`config.mk`:
```
export PLATFORM = sky130hd
export DESIGN_NAME = rge_outq
export DESIGN_NICKNAME = d
export VERILOG_FILES = /design/src/rtl/core/raster_gradient_energy_unit_defines.svh /design/src/rtl/core/rge_pkg.sv /design/src/rtl/core/rge_outq.sv
export SDC_FILE = /design/constraint.sdc
export NUM_CORES = 1
export LEC_CHECK = 0
export BUFFER_PORTS_ARGS = -buffer_cell sky130_fd_sc_hd__buf_2
export CORE_UTILIZATION = 35
export CTS_CLUSTER_SIZE = 40
export DETAILED_ROUTE_END_ITERATION = 10
export GPL_TIMING_DRIVEN = 0
export SLEW_MARGIN = 40
export SYNTH_ARGS = -nofsm -noshare
export SYNTH_HDL_FRONTEND = slang
export SYNTH_SLANG_ARGS = --single-unit
```
`constraint.sdc`:
```
create_clock -name clk -period 3.5 [get_ports clk]
set_clock_uncertainty 0.2 [all_clocks]
set_input_delay 0.175 -clock clk [delete_from_list [all_inputs] [get_ports clk]]
set_output_delay 0.175 -clock clk [all_outputs]
set_load 0.005 [all_outputs]
```
`src/rtl/core/raster_gradient_energy_unit_defines.svh`:
```
// Assertion helpers for the raster gradient energy unit.
// Set ASSERT_OFF to compile the checks away.
`ifndef RASTER_GRADIENT_ENERGY_UNIT_DEFINES_SVH
`define RASTER_GRADIENT_ENERGY_UNIT_DEFINES_SVH

`ifndef ASSERT_OFF

// ante holds at an edge -> cons holds at the same edge
`define RGE_ASSERT_IMPL(lbl, clk, rstn, ante, cons) \
  lbl: assert property (@(posedge clk) disable iff (!rstn) (ante) |-> (cons)) \
    else $error("rge: assertion failed");

// ante holds at an edge -> cons holds at the next edge
`define RGE_ASSERT_NEXT(lbl, clk, rstn, ante, cons) \
  lbl: assert property (@(posedge clk) disable iff (!rstn) (ante) |=> (cons)) \
    else $error("rge: assertion failed");

`else

`define RGE_ASSERT_IMPL(lbl, clk, rstn, ante, cons)
`define RGE_ASSERT_NEXT(lbl, clk, rstn, ante, cons)

`endif

`endif

```
`src/rtl/core/rge_pkg.sv`:
```
package rge_pkg;

  localparam int MAX_WIDTH_DEF = 2048;
  localparam int CHAN_W        = 8;
  localparam int IMG_W_W       = 12;
  localparam int CFG_IDX_W     = 4;
  localparam int CFG_DATA_W    = 12;

  localparam logic [CFG_IDX_W-1:0] REG_IMAGE_WIDTH = CFG_IDX_W'(0);
  localparam logic [CFG_IDX_W-1:0] REG_COLOR_MODE  = CFG_IDX_W'(1);

  localparam logic [IMG_W_W-1:0] IMAGE_WIDTH_RST = IMG_W_W'(640);

  // output queue
  localparam int OUTQ_DEPTH = 3;
  localparam int OUTQ_CNT_W = $clog2(OUTQ_DEPTH + 1);

  // floor(d / 3) for 8-bit d: (d * 171) >> 9
  localparam int DIV3_MUL   = 171;
  localparam int DIV3_SHIFT = 9;

  typedef struct packed {
    logic [CHAN_W-1:0] red;
    logic [CHAN_W-1:0] green;
    logic [CHAN_W-1:0] blue;
  } rge_pix_t;

  localparam int PIX_W = $bits(rge_pix_t);

  // per-item control handed from the column tracker to the datapath
  typedef struct packed {
    logic proc;      // item touches the line stores
    logic produce;   // item emits a result
    logic left_en;   // left neighbor inside the row
    logic right_en;  // right neighbor inside the row
    logic above_en;  // row above exists
  } rge_flags_t;

  typedef struct packed {
    logic [CHAN_W-1:0] grad_x;
    logic [CHAN_W-1:0] grad_y;
    logic [CHAN_W-1:0] grad_mean;
  } rge_res_t;

  function automatic logic [CHAN_W-1:0] abs_diff(input logic [CHAN_W-1:0] a,
                                                 input logic [CHAN_W-1:0] b);
    return (a > b) ? (a - b) : (b - a);
  endfunction

  function automatic logic [CHAN_W-1:0] div3(input logic [CHAN_W-1:0] d);
    logic [2*CHAN_W-1:0] p;
    p = (2*CHAN_W)'(d) * (2*CHAN_W)'(DIV3_MUL);
    return CHAN_W'(p >> DIV3_SHIFT);
  endfunction

  // grey: red channel only; color: sum of per-channel |diff| / 3 (max 255)
  function automatic logic [CHAN_W-1:0] gradient(input rge_pix_t a,
                                                 input rge_pix_t b,
                                                 input logic color);
    logic [CHAN_W-1:0] dr;
    logic [CHAN_W-1:0] dg;
    logic [CHAN_W-1:0] db;
    logic [CHAN_W+1:0] s;
    dr = abs_diff(a.red, b.red);
    dg = abs_diff(a.green, b.green);
    db = abs_diff(a.blue, b.blue);
    s  = (CHAN_W+2)'(div3(dr)) + (CHAN_W+2)'(div3(dg)) + (CHAN_W+2)'(div3(db));
    return color ? CHAN_W'(s) : dr;
  endfunction

endpackage

```
`src/rtl/core/rge_outq.sv`:
```
module rge_outq #(
  parameter int DEPTH = rge_pkg::OUTQ_DEPTH,
  localparam int PW   = $clog2(DEPTH),
  localparam int CNTW = $clog2(DEPTH + 1)
) (
  input  logic              clk,
  input  logic              rst_n,
  input  logic              push,
  input  rge_pkg::rge_res_t push_data,
  input  logic              pop,
  output logic              q_valid,
  output rge_pkg::rge_res_t q_data,
  output logic [CNTW-1:0]   count
);
  import rge_pkg::*;

  rge_res_t        entry_r [DEPTH];
  logic [PW-1:0]   wr_ptr_r, wr_ptr_nxt, rd_ptr_r, rd_ptr_nxt;
  logic [CNTW-1:0] count_r, count_nxt;
  logic            do_pop;

  always_comb begin
    do_pop     = pop && (count_r != '0);
    wr_ptr_nxt = wr_ptr_r;
    rd_ptr_nxt = rd_ptr_r;
    if (push) begin
      wr_ptr_nxt = (wr_ptr_r == PW'(DEPTH - 1)) ? '0 : wr_ptr_r + PW'(1);
    end
    if (do_pop) begin
      rd_ptr_nxt = (rd_ptr_r == PW'(DEPTH - 1)) ? '0 : rd_ptr_r + PW'(1);
    end
    count_nxt = count_r + CNTW'(push) - CNTW'(do_pop);
  end

  always_ff @(posedge clk) begin
    if (!rst_n) begin
      wr_ptr_r <= '0;
      rd_ptr_r <= '0;
      count_r  <= '0;
    end else begin
      wr_ptr_r <= wr_ptr_nxt;
      rd_ptr_r <= rd_ptr_nxt;
      count_r  <= count_nxt;
    end
  end

  always_ff @(posedge clk) begin
    if (push) begin
      entry_r[wr_ptr_r] <= push_data;
    end
  end

  assign q_valid = (count_r != '0);
  assign q_data  = entry_r[rd_ptr_r];
  assign count   = count_r;

endmodule

```
==> flow_summary.yaml <==
timing:
  post-route-worst-setup-slack_ps: 1658
  fmax_mhz: 543.0
  slew_headroom_pct: 64.83
  tightestPinTransition_ps: 527.6
  timing.final.setup_violations: 0
  finalWorstPathRequiredPeriod_ps: 1842
  timing.final.crit_share_pct: 52.62
  final_setup_tns_ps: 0
  hold-worst-slack_ps: 14.73
  timing.final.max_slew_violations: 0
  setup_repair_after_global_routing_missed_its_margin: "false"
  timing.final.hold_violations: 0
detailed_routing:
  initialDrtViolationCount: 115
  detail_route.vias_per_cell: 4.529
  antenna_left: 0
  wl_per_cell_microns: 13.39
  drt_wl_total_mm: 5.291
  via_count: 1789
  detailedRoute.firstPassIterationCount: 4
  wl_met3_microns: 233
  m1WireLength_mm: 2.398
  met2_wirelength_mm: 2.599
  route.top_layer_used: "met4"
  drt_drc_violations_left: 0
critical_path:
  cp-start-kind: "flop"
  timing.critical_path.arrival_ps: 1470
  r2r_slack_ps: 1860
  setup.worst_path.end_class: "output port"
  cp_max_fo: 10
  worstPathRequired_ps: 3120
  crit_type: "reg2out"
yosys:
  flop_and_latch_count_out_of_synthesis: 80
  postSynthNetCount: 219
  synth_most_common_cell: "edfxtp_1"
  synth-edff-count: 72
  yosys_warnings: 0
  share_of_the_synthesized_area_in_the_top_cell_type_pct: 71.40
  ys_types: 23
  synth.avg_cell_area_sq_um: 15.94
  synth.yosys.seq_area_share_pct: 76.69
  synth_area_sq_mm: 0.003028
  synth_top_flop_cell: "edfxtp_1"
  netlist_instances: 190
  netlist.top_cell.by_area: "edfxtp_1"
  synth.area.top_cells: "edfxtp_1, mux2i_1, dfxtp_1, nand2_1, o21ai_1"
  postSynth.asyncResetShare_pct: 0
  post_synth_most_frequent_cells: "edfxtp_1, nand2_1, mux2i_1"
clock_tree:
  h-tree-depth: 3
  cts-buffers-inserted: 9
  worst_skew_pair.late_latency_ps: 330
  clock_tree_from_tritoncts: "built"
  max-clock-path-buffers: 2
  clock-sinks: 80
  cts.clk_slew.worst_paths_ps: 70
  cts_resized: 0
  cts.root.buffer_cell: "clkbuf_8"
power:
  power_internal_mw: 1.442
  power_consumption_mw: 1.853
  switching_power_mw: 0.4114
  power_frac_clock_pct: 30.1
  p_comb_share_pct: 10.7
  switching_share_pct: 22.20
  power_frac_seq_pct: 59.3
  ir_drop_uv: 174.3
  powerDensity_mw_per_mm2: 469.7
  total_leakage_power_nw: 1.404
floorplan:
  die_x_microns: 95.01
  initial_core_util_pct: 36.48
  floorplan.rows: 33
  die_area_sq_mm: 0.009027
  top_level_ports: 55
  core_area_sq_mm: 0.008299
  die-height_microns: 95.01
final_layout:
  finish.net_count: 314
  share_of_cells_above_drive_strength_1_pct: 29.31
  utilization_pct: 47.54
  fillers: 735
  final_cell_area_sq_mm: 0.003945
  insertedDiodeCount: 0
  area_growth_pct: 30.29
  finish.cell_count_without_fillers: 395
placement:
  place_ws_ps: 1858
  port-buffer-count: 53
  hpwl_mm: 3.524
  post-place-cells: 354
  place.gp.congestion: 0.6207
  placed_area_sq_mm: 0.003531
grt:
  grt_pass1_wl_mm: 8.528
  global_route.usage.total_pct: 13.05
  grt_start_max_net_pins: 18
  first_global_vias: 1793
  antenna_violations_before_repair: 0
  global_route.overflow_total: 0
flow_run:
  max_cap_viol_count: 0
worst_hold_path:
  hold_class: "in2reg"
run_status:
  result_of_the_run: "finished clean"
==> critical path, cell delays in order (launching register included) <==
cell and delay [ps]:
dfxtp_1 340, clkbuf_1 410, nand2_1 100, o21ai_0 130
buf_2 160
==> kinds of logic (layout without fill, tap and decap cells) <==
logic type	after synthesis	after routing	share of synthesized area, %
flip-flops	80	80	76.69
AND/OR/NAND/NOR	41	41	5.909
AO/OA/AOI/OAI	32	32	5.578
multiplexers	26	26	8.595
buffers and inverters	10	110	2.810
adder cells (fa/ha/maj)	1	1	0.4132
==> what timing repair did <==
action                                 CTS  global route
setup buffers                            0             0
endpoints found under the hold margin   77             0
hold buffers                            25             0
==> metal layers <==
metal	vias to the layer above	global-route usage, %
met1	845	16.39
met2	43	21.82
li1	894	-
met5	-	0
met3	7	2.472
met4	0	6.061
==> final cells by class <==
type	instances	area, sq um	share of cell area [%]
sequential	80	2322	58.86
clock inverter	6	36.28	0.9198
buffer	9	81.33	2.062
multi-input combinational	100	640.6	16.24
clock buffer	10	127.6	3.235
inverter	1	3.754	0.09515
tap	105	131.4	3.330
timing repair buffer	84	601.8	15.26
==> power by group through the flow <==
stage                     logic [mW]  registers, mW  clock network [mW]
after floorplan               0.0921           1.12                   0
after global placement         0.165           1.12                   0
after detailed placement       0.181           1.12                   0
after CTS                      0.204           1.10               0.576
after global routing           0.221           1.10               0.615
final                          0.198           1.10               0.557
==> final timing paths <==
check                   start             end  cells after the start
setup / recovery         flop      q_data[12]                      4
hold reg to reg   rd_ptr_r[1]     rd_ptr_r[1]                      2
hold / removal            pop     rd_ptr_r[1]                      3
setup reg to reg  wr_ptr_r[1]  entry_r[0][11]                      4
==> state kept, by name, indices dropped and copies added (netlist names), named ones only <==
name / flops
wr_ptr_r: 2
rd_ptr_r: 2
count: 2
entry_r: 72
==> cells in the final DEF (no fill, tap or decap), drive strengths merged <==
master / count
edfxtp: 72
buf: 66
o21ai: 30
nand2: 29
mux2i: 26
dlygate4sd3: 25
clkbuf: 12
dfxtp: 8
clkinvlp: 3
nor2: 3
clkinv: 3
and2b: 2
o21a: 2
nand3: 2
or2: 1
nor3b: 1
and2: 1
nand3b: 1
nand2b: 1
inv: 1
ha: 1
(Power assumes the default switching activity.)
