[src/rtl/core/raster_gradient_energy_unit_defines.svh]
// Assertion helpers for the raster gradient energy unit.
// Set ASSERT_OFF to compile the checks away.
`ifndef RASTER_GRADIENT_ENERGY_UNIT_DEFINES_SVH
`define RASTER_GRADIENT_ENERGY_UNIT_DEFINES_SVH

`ifndef ASSERT_OFF

// ante holds at an edge -> cons holds at the same edge
`define RGE_ASSERT_IMPL(lbl, clk, rstn, ante, cons) \
  lbl: assert property (@(posedge clk) disable iff (!rstn) (ante) |-> (cons)) \
    else $error("rge: assertion failed");

// ante holds at an edge -> cons holds at the next edge
`define RGE_ASSERT_NEXT(lbl, clk, rstn, ante, cons) \
  lbl: assert property (@(posedge clk) disable iff (!rstn) (ante) |=> (cons)) \
    else $error("rge: assertion failed");

`else

`define RGE_ASSERT_IMPL(lbl, clk, rstn, ante, cons)
`define RGE_ASSERT_NEXT(lbl, clk, rstn, ante, cons)

`endif

`endif

[src/rtl/core/rge_pkg.sv]
package rge_pkg;

  localparam int MAX_WIDTH_DEF = 2048;
  localparam int CHAN_W        = 8;
  localparam int IMG_W_W       = 12;
  localparam int CFG_IDX_W     = 4;
  localparam int CFG_DATA_W    = 12;

  localparam logic [CFG_IDX_W-1:0] REG_IMAGE_WIDTH = CFG_IDX_W'(0);
  localparam logic [CFG_IDX_W-1:0] REG_COLOR_MODE  = CFG_IDX_W'(1);

  localparam logic [IMG_W_W-1:0] IMAGE_WIDTH_RST = IMG_W_W'(640);

  // output queue
  localparam int OUTQ_DEPTH = 3;
  localparam int OUTQ_CNT_W = $clog2(OUTQ_DEPTH + 1);

  // floor(d / 3) for 8-bit d: (d * 171) >> 9
  localparam int DIV3_MUL   = 171;
  localparam int DIV3_SHIFT = 9;

  typedef struct packed {
    logic [CHAN_W-1:0] red;
    logic [CHAN_W-1:0] green;
    logic [CHAN_W-1:0] blue;
  } rge_pix_t;

  localparam int PIX_W = $bits(rge_pix_t);

  // per-item control handed from the column tracker to the datapath
  typedef struct packed {
    logic proc;      // item touches the line stores
    logic produce;   // item emits a result
    logic left_en;   // left neighbor inside the row
    logic right_en;  // right neighbor inside the row
    logic above_en;  // row above exists
  } rge_flags_t;

  typedef struct packed {
    logic [CHAN_W-1:0] grad_x;
    logic [CHAN_W-1:0] grad_y;
    logic [CHAN_W-1:0] grad_mean;
  } rge_res_t;

  function automatic logic [CHAN_W-1:0] abs_diff(input logic [CHAN_W-1:0] a,
                                                 input logic [CHAN_W-1:0] b);
    return (a > b) ? (a - b) : (b - a);
  endfunction

  function automatic logic [CHAN_W-1:0] div3(input logic [CHAN_W-1:0] d);
    logic [2*CHAN_W-1:0] p;
    p = (2*CHAN_W)'(d) * (2*CHAN_W)'(DIV3_MUL);
    return CHAN_W'(p >> DIV3_SHIFT);
  endfunction

  // grey: red channel only; color: sum of per-channel |diff| / 3 (max 255)
  function automatic logic [CHAN_W-1:0] gradient(input rge_pix_t a,
                                                 input rge_pix_t b,
                                                 input logic color);
    logic [CHAN_W-1:0] dr;
    logic [CHAN_W-1:0] dg;
    logic [CHAN_W-1:0] db;
    logic [CHAN_W+1:0] s;
    dr = abs_diff(a.red, b.red);
    dg = abs_diff(a.green, b.green);
    db = abs_diff(a.blue, b.blue);
    s  = (CHAN_W+2)'(div3(dr)) + (CHAN_W+2)'(div3(dg)) + (CHAN_W+2)'(div3(db));
    return color ? CHAN_W'(s) : dr;
  endfunction

endpackage

[src/rtl/core/rge_ctrl.sv]
module rge_ctrl #(
  parameter int MAX_WIDTH = rge_pkg::MAX_WIDTH_DEF,
  localparam int AW       = $clog2(MAX_WIDTH)
) (
  input  logic                         clk,
  input  logic                         rst_n,
  input  logic                         accept,
  input  logic [rge_pkg::CHAN_W-1:0]   red,
  input  logic [rge_pkg::CHAN_W-1:0]   green,
  input  logic [rge_pkg::CHAN_W-1:0]   blue,
  input  logic                         frame_start,
  input  logic                         flush,
  input  logic [rge_pkg::IMG_W_W-1:0]  image_width,
  output rge_pkg::rge_flags_t          flags,
  output logic [AW-1:0]                x,
  output logic [AW-1:0]                x_nxt,
  output rge_pkg::rge_pix_t            px
);
  import rge_pkg::*;

  localparam int CW = (IMG_W_W > AW + 1) ? IMG_W_W : AW + 1;

  // row phase codes
  localparam logic [1:0] PH_FILL  = 2'd0;  // first row, no output
  localparam logic [1:0] PH_FIRST = 2'd1;  // emitting first row, above is zero
  localparam logic [1:0] PH_BODY  = 2'd2;  // emitting later rows

  logic [AW-1:0] col_r, col_nxt, col0;
  logic [1:0]    phase_r, phase_nxt, phase0, ph_adv;
  logic [CW-1:0] iw_w, eff, x_inc;
  logic          skip, last;

  always_comb begin
    iw_w = CW'(image_width);
    if (iw_w == '0) begin
      eff = CW'(1);
    end else if (iw_w > CW'(MAX_WIDTH)) begin
      eff = CW'(MAX_WIDTH);
    end else begin
      eff = iw_w;
    end

    phase0 = frame_start ? PH_FILL : phase_r;
    col0   = frame_start ? '0 : col_r;
    skip   = flush && (phase0 == PH_FILL);

    // width shrank mid-row: restart at column zero
    x     = (CW'(col0) >= eff) ? '0 : col0;
    x_inc = CW'(x) + CW'(1);
    last  = (x_inc >= eff);
    x_nxt = x_inc[AW-1:0];

    case (phase0)
      PH_FILL: ph_adv = PH_FIRST;
      default: ph_adv = PH_BODY;
    endcase

    flags.proc     = !skip;
    flags.produce  = (phase0 != PH_FILL);
    flags.left_en  = (x != '0);
    flags.right_en = !last;
    flags.above_en = (phase0 == PH_BODY);

    px = flush ? '0 : {red, green, blue};

    col_nxt   = col_r;
    phase_nxt = phase_r;
    if (accept) begin
      if (skip) begin
        col_nxt   = col0;
        phase_nxt = phase0;
      end else if (last) begin
        col_nxt   = '0;
        phase_nxt = flush ? PH_FILL : ph_adv;
      end else begin
        col_nxt   = x_inc[AW-1:0];
        phase_nxt = phase0;
      end
    end
  end

  always_ff @(posedge clk) begin
    if (!rst_n) begin
      col_r   <= '0;
      phase_r <= PH_FILL;
    end else begin
      col_r   <= col_nxt;
      phase_r <= phase_nxt;
    end
  end

endmodule

[config.mk]
export PLATFORM = sky130hd
export DESIGN_NAME = rge_ctrl
export DESIGN_NICKNAME = d
export VERILOG_FILES = /design/src/rtl/core/raster_gradient_energy_unit_defines.svh /design/src/rtl/core/rge_pkg.sv /design/src/rtl/core/rge_ctrl.sv
export SDC_FILE = /design/constraint.sdc
export NUM_CORES = 1
export LEC_CHECK = 0
export BUFFER_PORTS_ARGS = -buffer_cell sky130_fd_sc_hd__buf_2
export CORE_MARGIN = 5
export CORE_UTILIZATION = 48
export CTS_BUF_LIST = sky130_fd_sc_hd__clkbuf_8
export DETAILED_ROUTE_END_ITERATION = 6
export PLACE_DENSITY = 0.79
export SETUP_SLACK_MARGIN = 0.02
export SLEW_MARGIN = 30
export SYNTH_ARGS = -nofsm -noshare
export SYNTH_HDL_FRONTEND = slang
export SYNTH_SLANG_ARGS = --single-unit
[constraint.sdc]
create_clock -name clk -period 6.9 [get_ports clk]
set_clock_uncertainty 0.2 [all_clocks]
set_input_delay 0.69 -clock clk [delete_from_list [all_inputs] [get_ports clk]]
set_output_delay 0.69 -clock clk [all_outputs]
set_load 0.005 [all_outputs]
==> flow_metrics.py <==
metrics = {
    "global_routing": {
        "grt_max_degree": 29,
        "grt_pass1_wl_mm": 9.86,
        "antenna_found_initial": 0,
        "grtUsageTotal": 0.230,
        "grt_pass1_vias": 2181,
        "grt_overflow": 0,
    },
    "flow_run": {
        "maxCapViolations": 0,
    },
    "routing": {
        "wl_per_cell_microns": 15.6,
        "drt_iter0_drc": 222,
        "vias": 2211,
        "vias_per_cell": 5.65,
        "firstDrtPassIters": 4,
        "drc": 0,
        "wirelength_mm": 6.09,
        "ant_nets": 0,
    },
    "clocking": {
        "cts-root-buf": "clkbuf_8",
        "clk-insertion-delay-late_ps": 240,
        "cts_sinks": 13,
        "cts_setup_buffers": 0,
        "cts.path.max_buffers": 2,
        "htreeDepth": 1,
        "postCtsHoldBufs": 0,
        "tritoncts": "done",
        "cts_buffers": 3,
        "clk_pin_slew_ps": 50,
        "cts_resized": 0,
    },
    "timing": {
        "fin_crit_sh": 0.905,
        "fin_setup_tns_ps": 0,
        "setup_violations": 0,
        "whs_ps": 326,
        "period_needed_ps": 6240,
        "tightest_slew_ps": 532,
        "hold_viol_final": 0,
        "maxSlewHeadroom": 0.641,
        "fmax_ghz": 0.160,
        "rsz0062_at_grt": "false",
        "drv_slew": 0,
    },
    "yosys": {
        "synth-main-ff-cell": "dfxtp_1",
        "ys_async_sr_fraction": 0,
        "synth-seq-cells": 13,
        "syn-cell-area_sq_um": 1850,
        "yosysWarnings": 0,
        "ys_top_cells_by_area": "ha_1 16%, dfxtp_1 14%, nor2b_1 9.4%, nand2_1 7.3%, a31oi_1 4.4%",
        "yosys.area.top_type": "ha_1",
        "ys_seq_area_frac": 0.140,
        "syn-mean-instance-area_sq_um": 7.10,
        "synth_nets": 326,
        "synthDistinctLibCells": 45,
        "yosys.area.top_type_share": 0.162,
        "synth_edf_count": 0,
        "syn_inst": 261,
    },
    "critical_path": {
        "cp_max_fo": 12,
        "critPathLaunchType": "input port",
        "worstPathRequired_ps": 6010,
        "critPathKind": "in2out",
        "endpoint_kind": "output pin",
        "arrival_ps": 5350,
    },
    "finish": {
        "syn2layout_area_growth_pct": 27.9,
        "fin_cells": 391,
        "design_area_sq_um": 2370,
        "nets": 409,
        "drive_gt1_frac": 0.306,
        "diodes": 0,
    },
    "power_and_ir_drop": {
        "total_power_mw": 0.264,
        "ir_drop_v": 0.0000828,
        "leakage_nw": 1.23,
        "power_density_nw_per_um2": 111,
    },
    "die": {
        "row_count": 22,
        "coreArea_sq_um": 3690,
        "start_util": 0.503,
        "die_y_microns": 72.2,
        "io_pins": 92,
        "fp.dieW_microns": 72.2,
        "dieArea_sq_um": 5210,
    },
    "placement": {
        "place_inst": 387,
        "place_area_sq_um": 2330,
        "gp_congestion": 0.947,
        "dp_hpwl_mm": 5.00,
        "numPortBuffers": 91,
    },
    "outcome": {
        "status": "finished, final reports clean",
    },
    "worst_hold_path": {
        "hold_class": "reg2reg",
    },
}
==> stage by stage <==
| stage | setup WS (ps) | utilization |
|---|---|---|
| 5_1_grt | 401 | 0.643 |
| 6_report | 658 | 0.643 |
| 3_5_place_dp | 765 | 0.631 |
| 3_3_place_gp | 1040 | 0.631 |
| 4_1_cts | 745 | 0.643 |
| 2_1_floorplan | 1110 | - |
==> per-layer routing <==
metal  track usage  vias to the layer above  routed length [microns]
met5             0                        -                        0
met1         0.304                     1010                     2530
li1              -                     1099                        -
met2         0.384                       98                     3000
met3        0.0485                        4                      526
met4        0.0480                        0                       32
==> kinds of logic (layout without fill, tap and decap cells) <==
family	after synthesis	after routing	synth area share
fa+ha+maj	24	24	0.162
buf+inv	32	114	0.0715
simple gates	120	120	0.339
xor+xnor	9	9	0.0425
compound gates	63	63	0.244
flops	13	13	0.140
==> synth_stat cells, types with 2 or more instances <==
master     count
a211o_1        2
a21oi_1        6
a31oi_1       13
and2_1        12
buf_2          4
clkbuf_1      12
dfxtp_1       13
ha_1          24
inv_1         13
nand2_1       36
nand2b_1       6
nand3_1        2
nand3b_1       3
nand4_1        4
nor2_1        13
nor2b_1       28
nor3_1         6
nor4_1         5
o2111ai_1      8
o211ai_1       3
o21a_1         2
o21ai_0       15
o221ai_1       2
xnor2_1        7
xor2_1         2
==> state kept, by name, indices dropped and copies added (netlist names) <==
register,count
col_r,11
phase_r,2
==> layout by cell type (no fill, tap or decap), drive strengths merged, types with 7 or more instances in the layout <==
cell	instances
inv	15
nor2	13
o21ai	15
nand2	36
dfxtp	13
xnor2	7
buf	96
a31oi	13
ha	24
and2	12
nor2b	28
o2111ai	8
==> final timing paths <==
path	from	end	slack, ps	cells past startpoint
min	phase_r[0]$_SDFFE_PN0P_	phase_r[0]$_SDFFE_PN0P_	330	2
min reg2reg	phase_r[0]$_SDFFE_PN0P_	phase_r[0]$_SDFFE_PN0P_	330	2
max reg2reg	col_r[5]$_SDFFE_PN0P_	col_r[2]$_SDFFE_PN0P_	1650	19
max	frame_start	flags[1]	660	20
==> critical path, stage by stage <==
cell and delay [ps]:
buf_2 180, inv_1 160, nand2_1 160, inv_1 100, ha_1 330, a2111oi_0 400, o21ai_0 200, a31o_2 360
nor2_1 290, ha_1 370, nand4_1 190, nor3_1 260, xor2_1 130, and2_1 200, ha_1 180, a211o_1 270
a211o_1 310, a311oi_4 290, or2_2 170, buf_2 100
==> area by class of cell <==
type                            instances  area [sq um]
Clock buffer                            3          41.3
Clock inverter                          1          3.75
Fill cell                             359          1320
Inverter                               14          52.6
Multi-Input combinational cell        216          1460
Sequential cell                        13           260
Tap cell                               48          60.1
Timing Repair Buffer                   96           493
==> report_power, final <==
part	switching, mW	leakage (nW)	internal (mW)	total, mW
Sequential	0.00372	0.107	0.0789	0.0826
Combinational	0.0655	1.09	0.0494	0.115
Clock	0.0274	0.0269	0.0393	0.0667
Power figures use the tool's default switching activity.
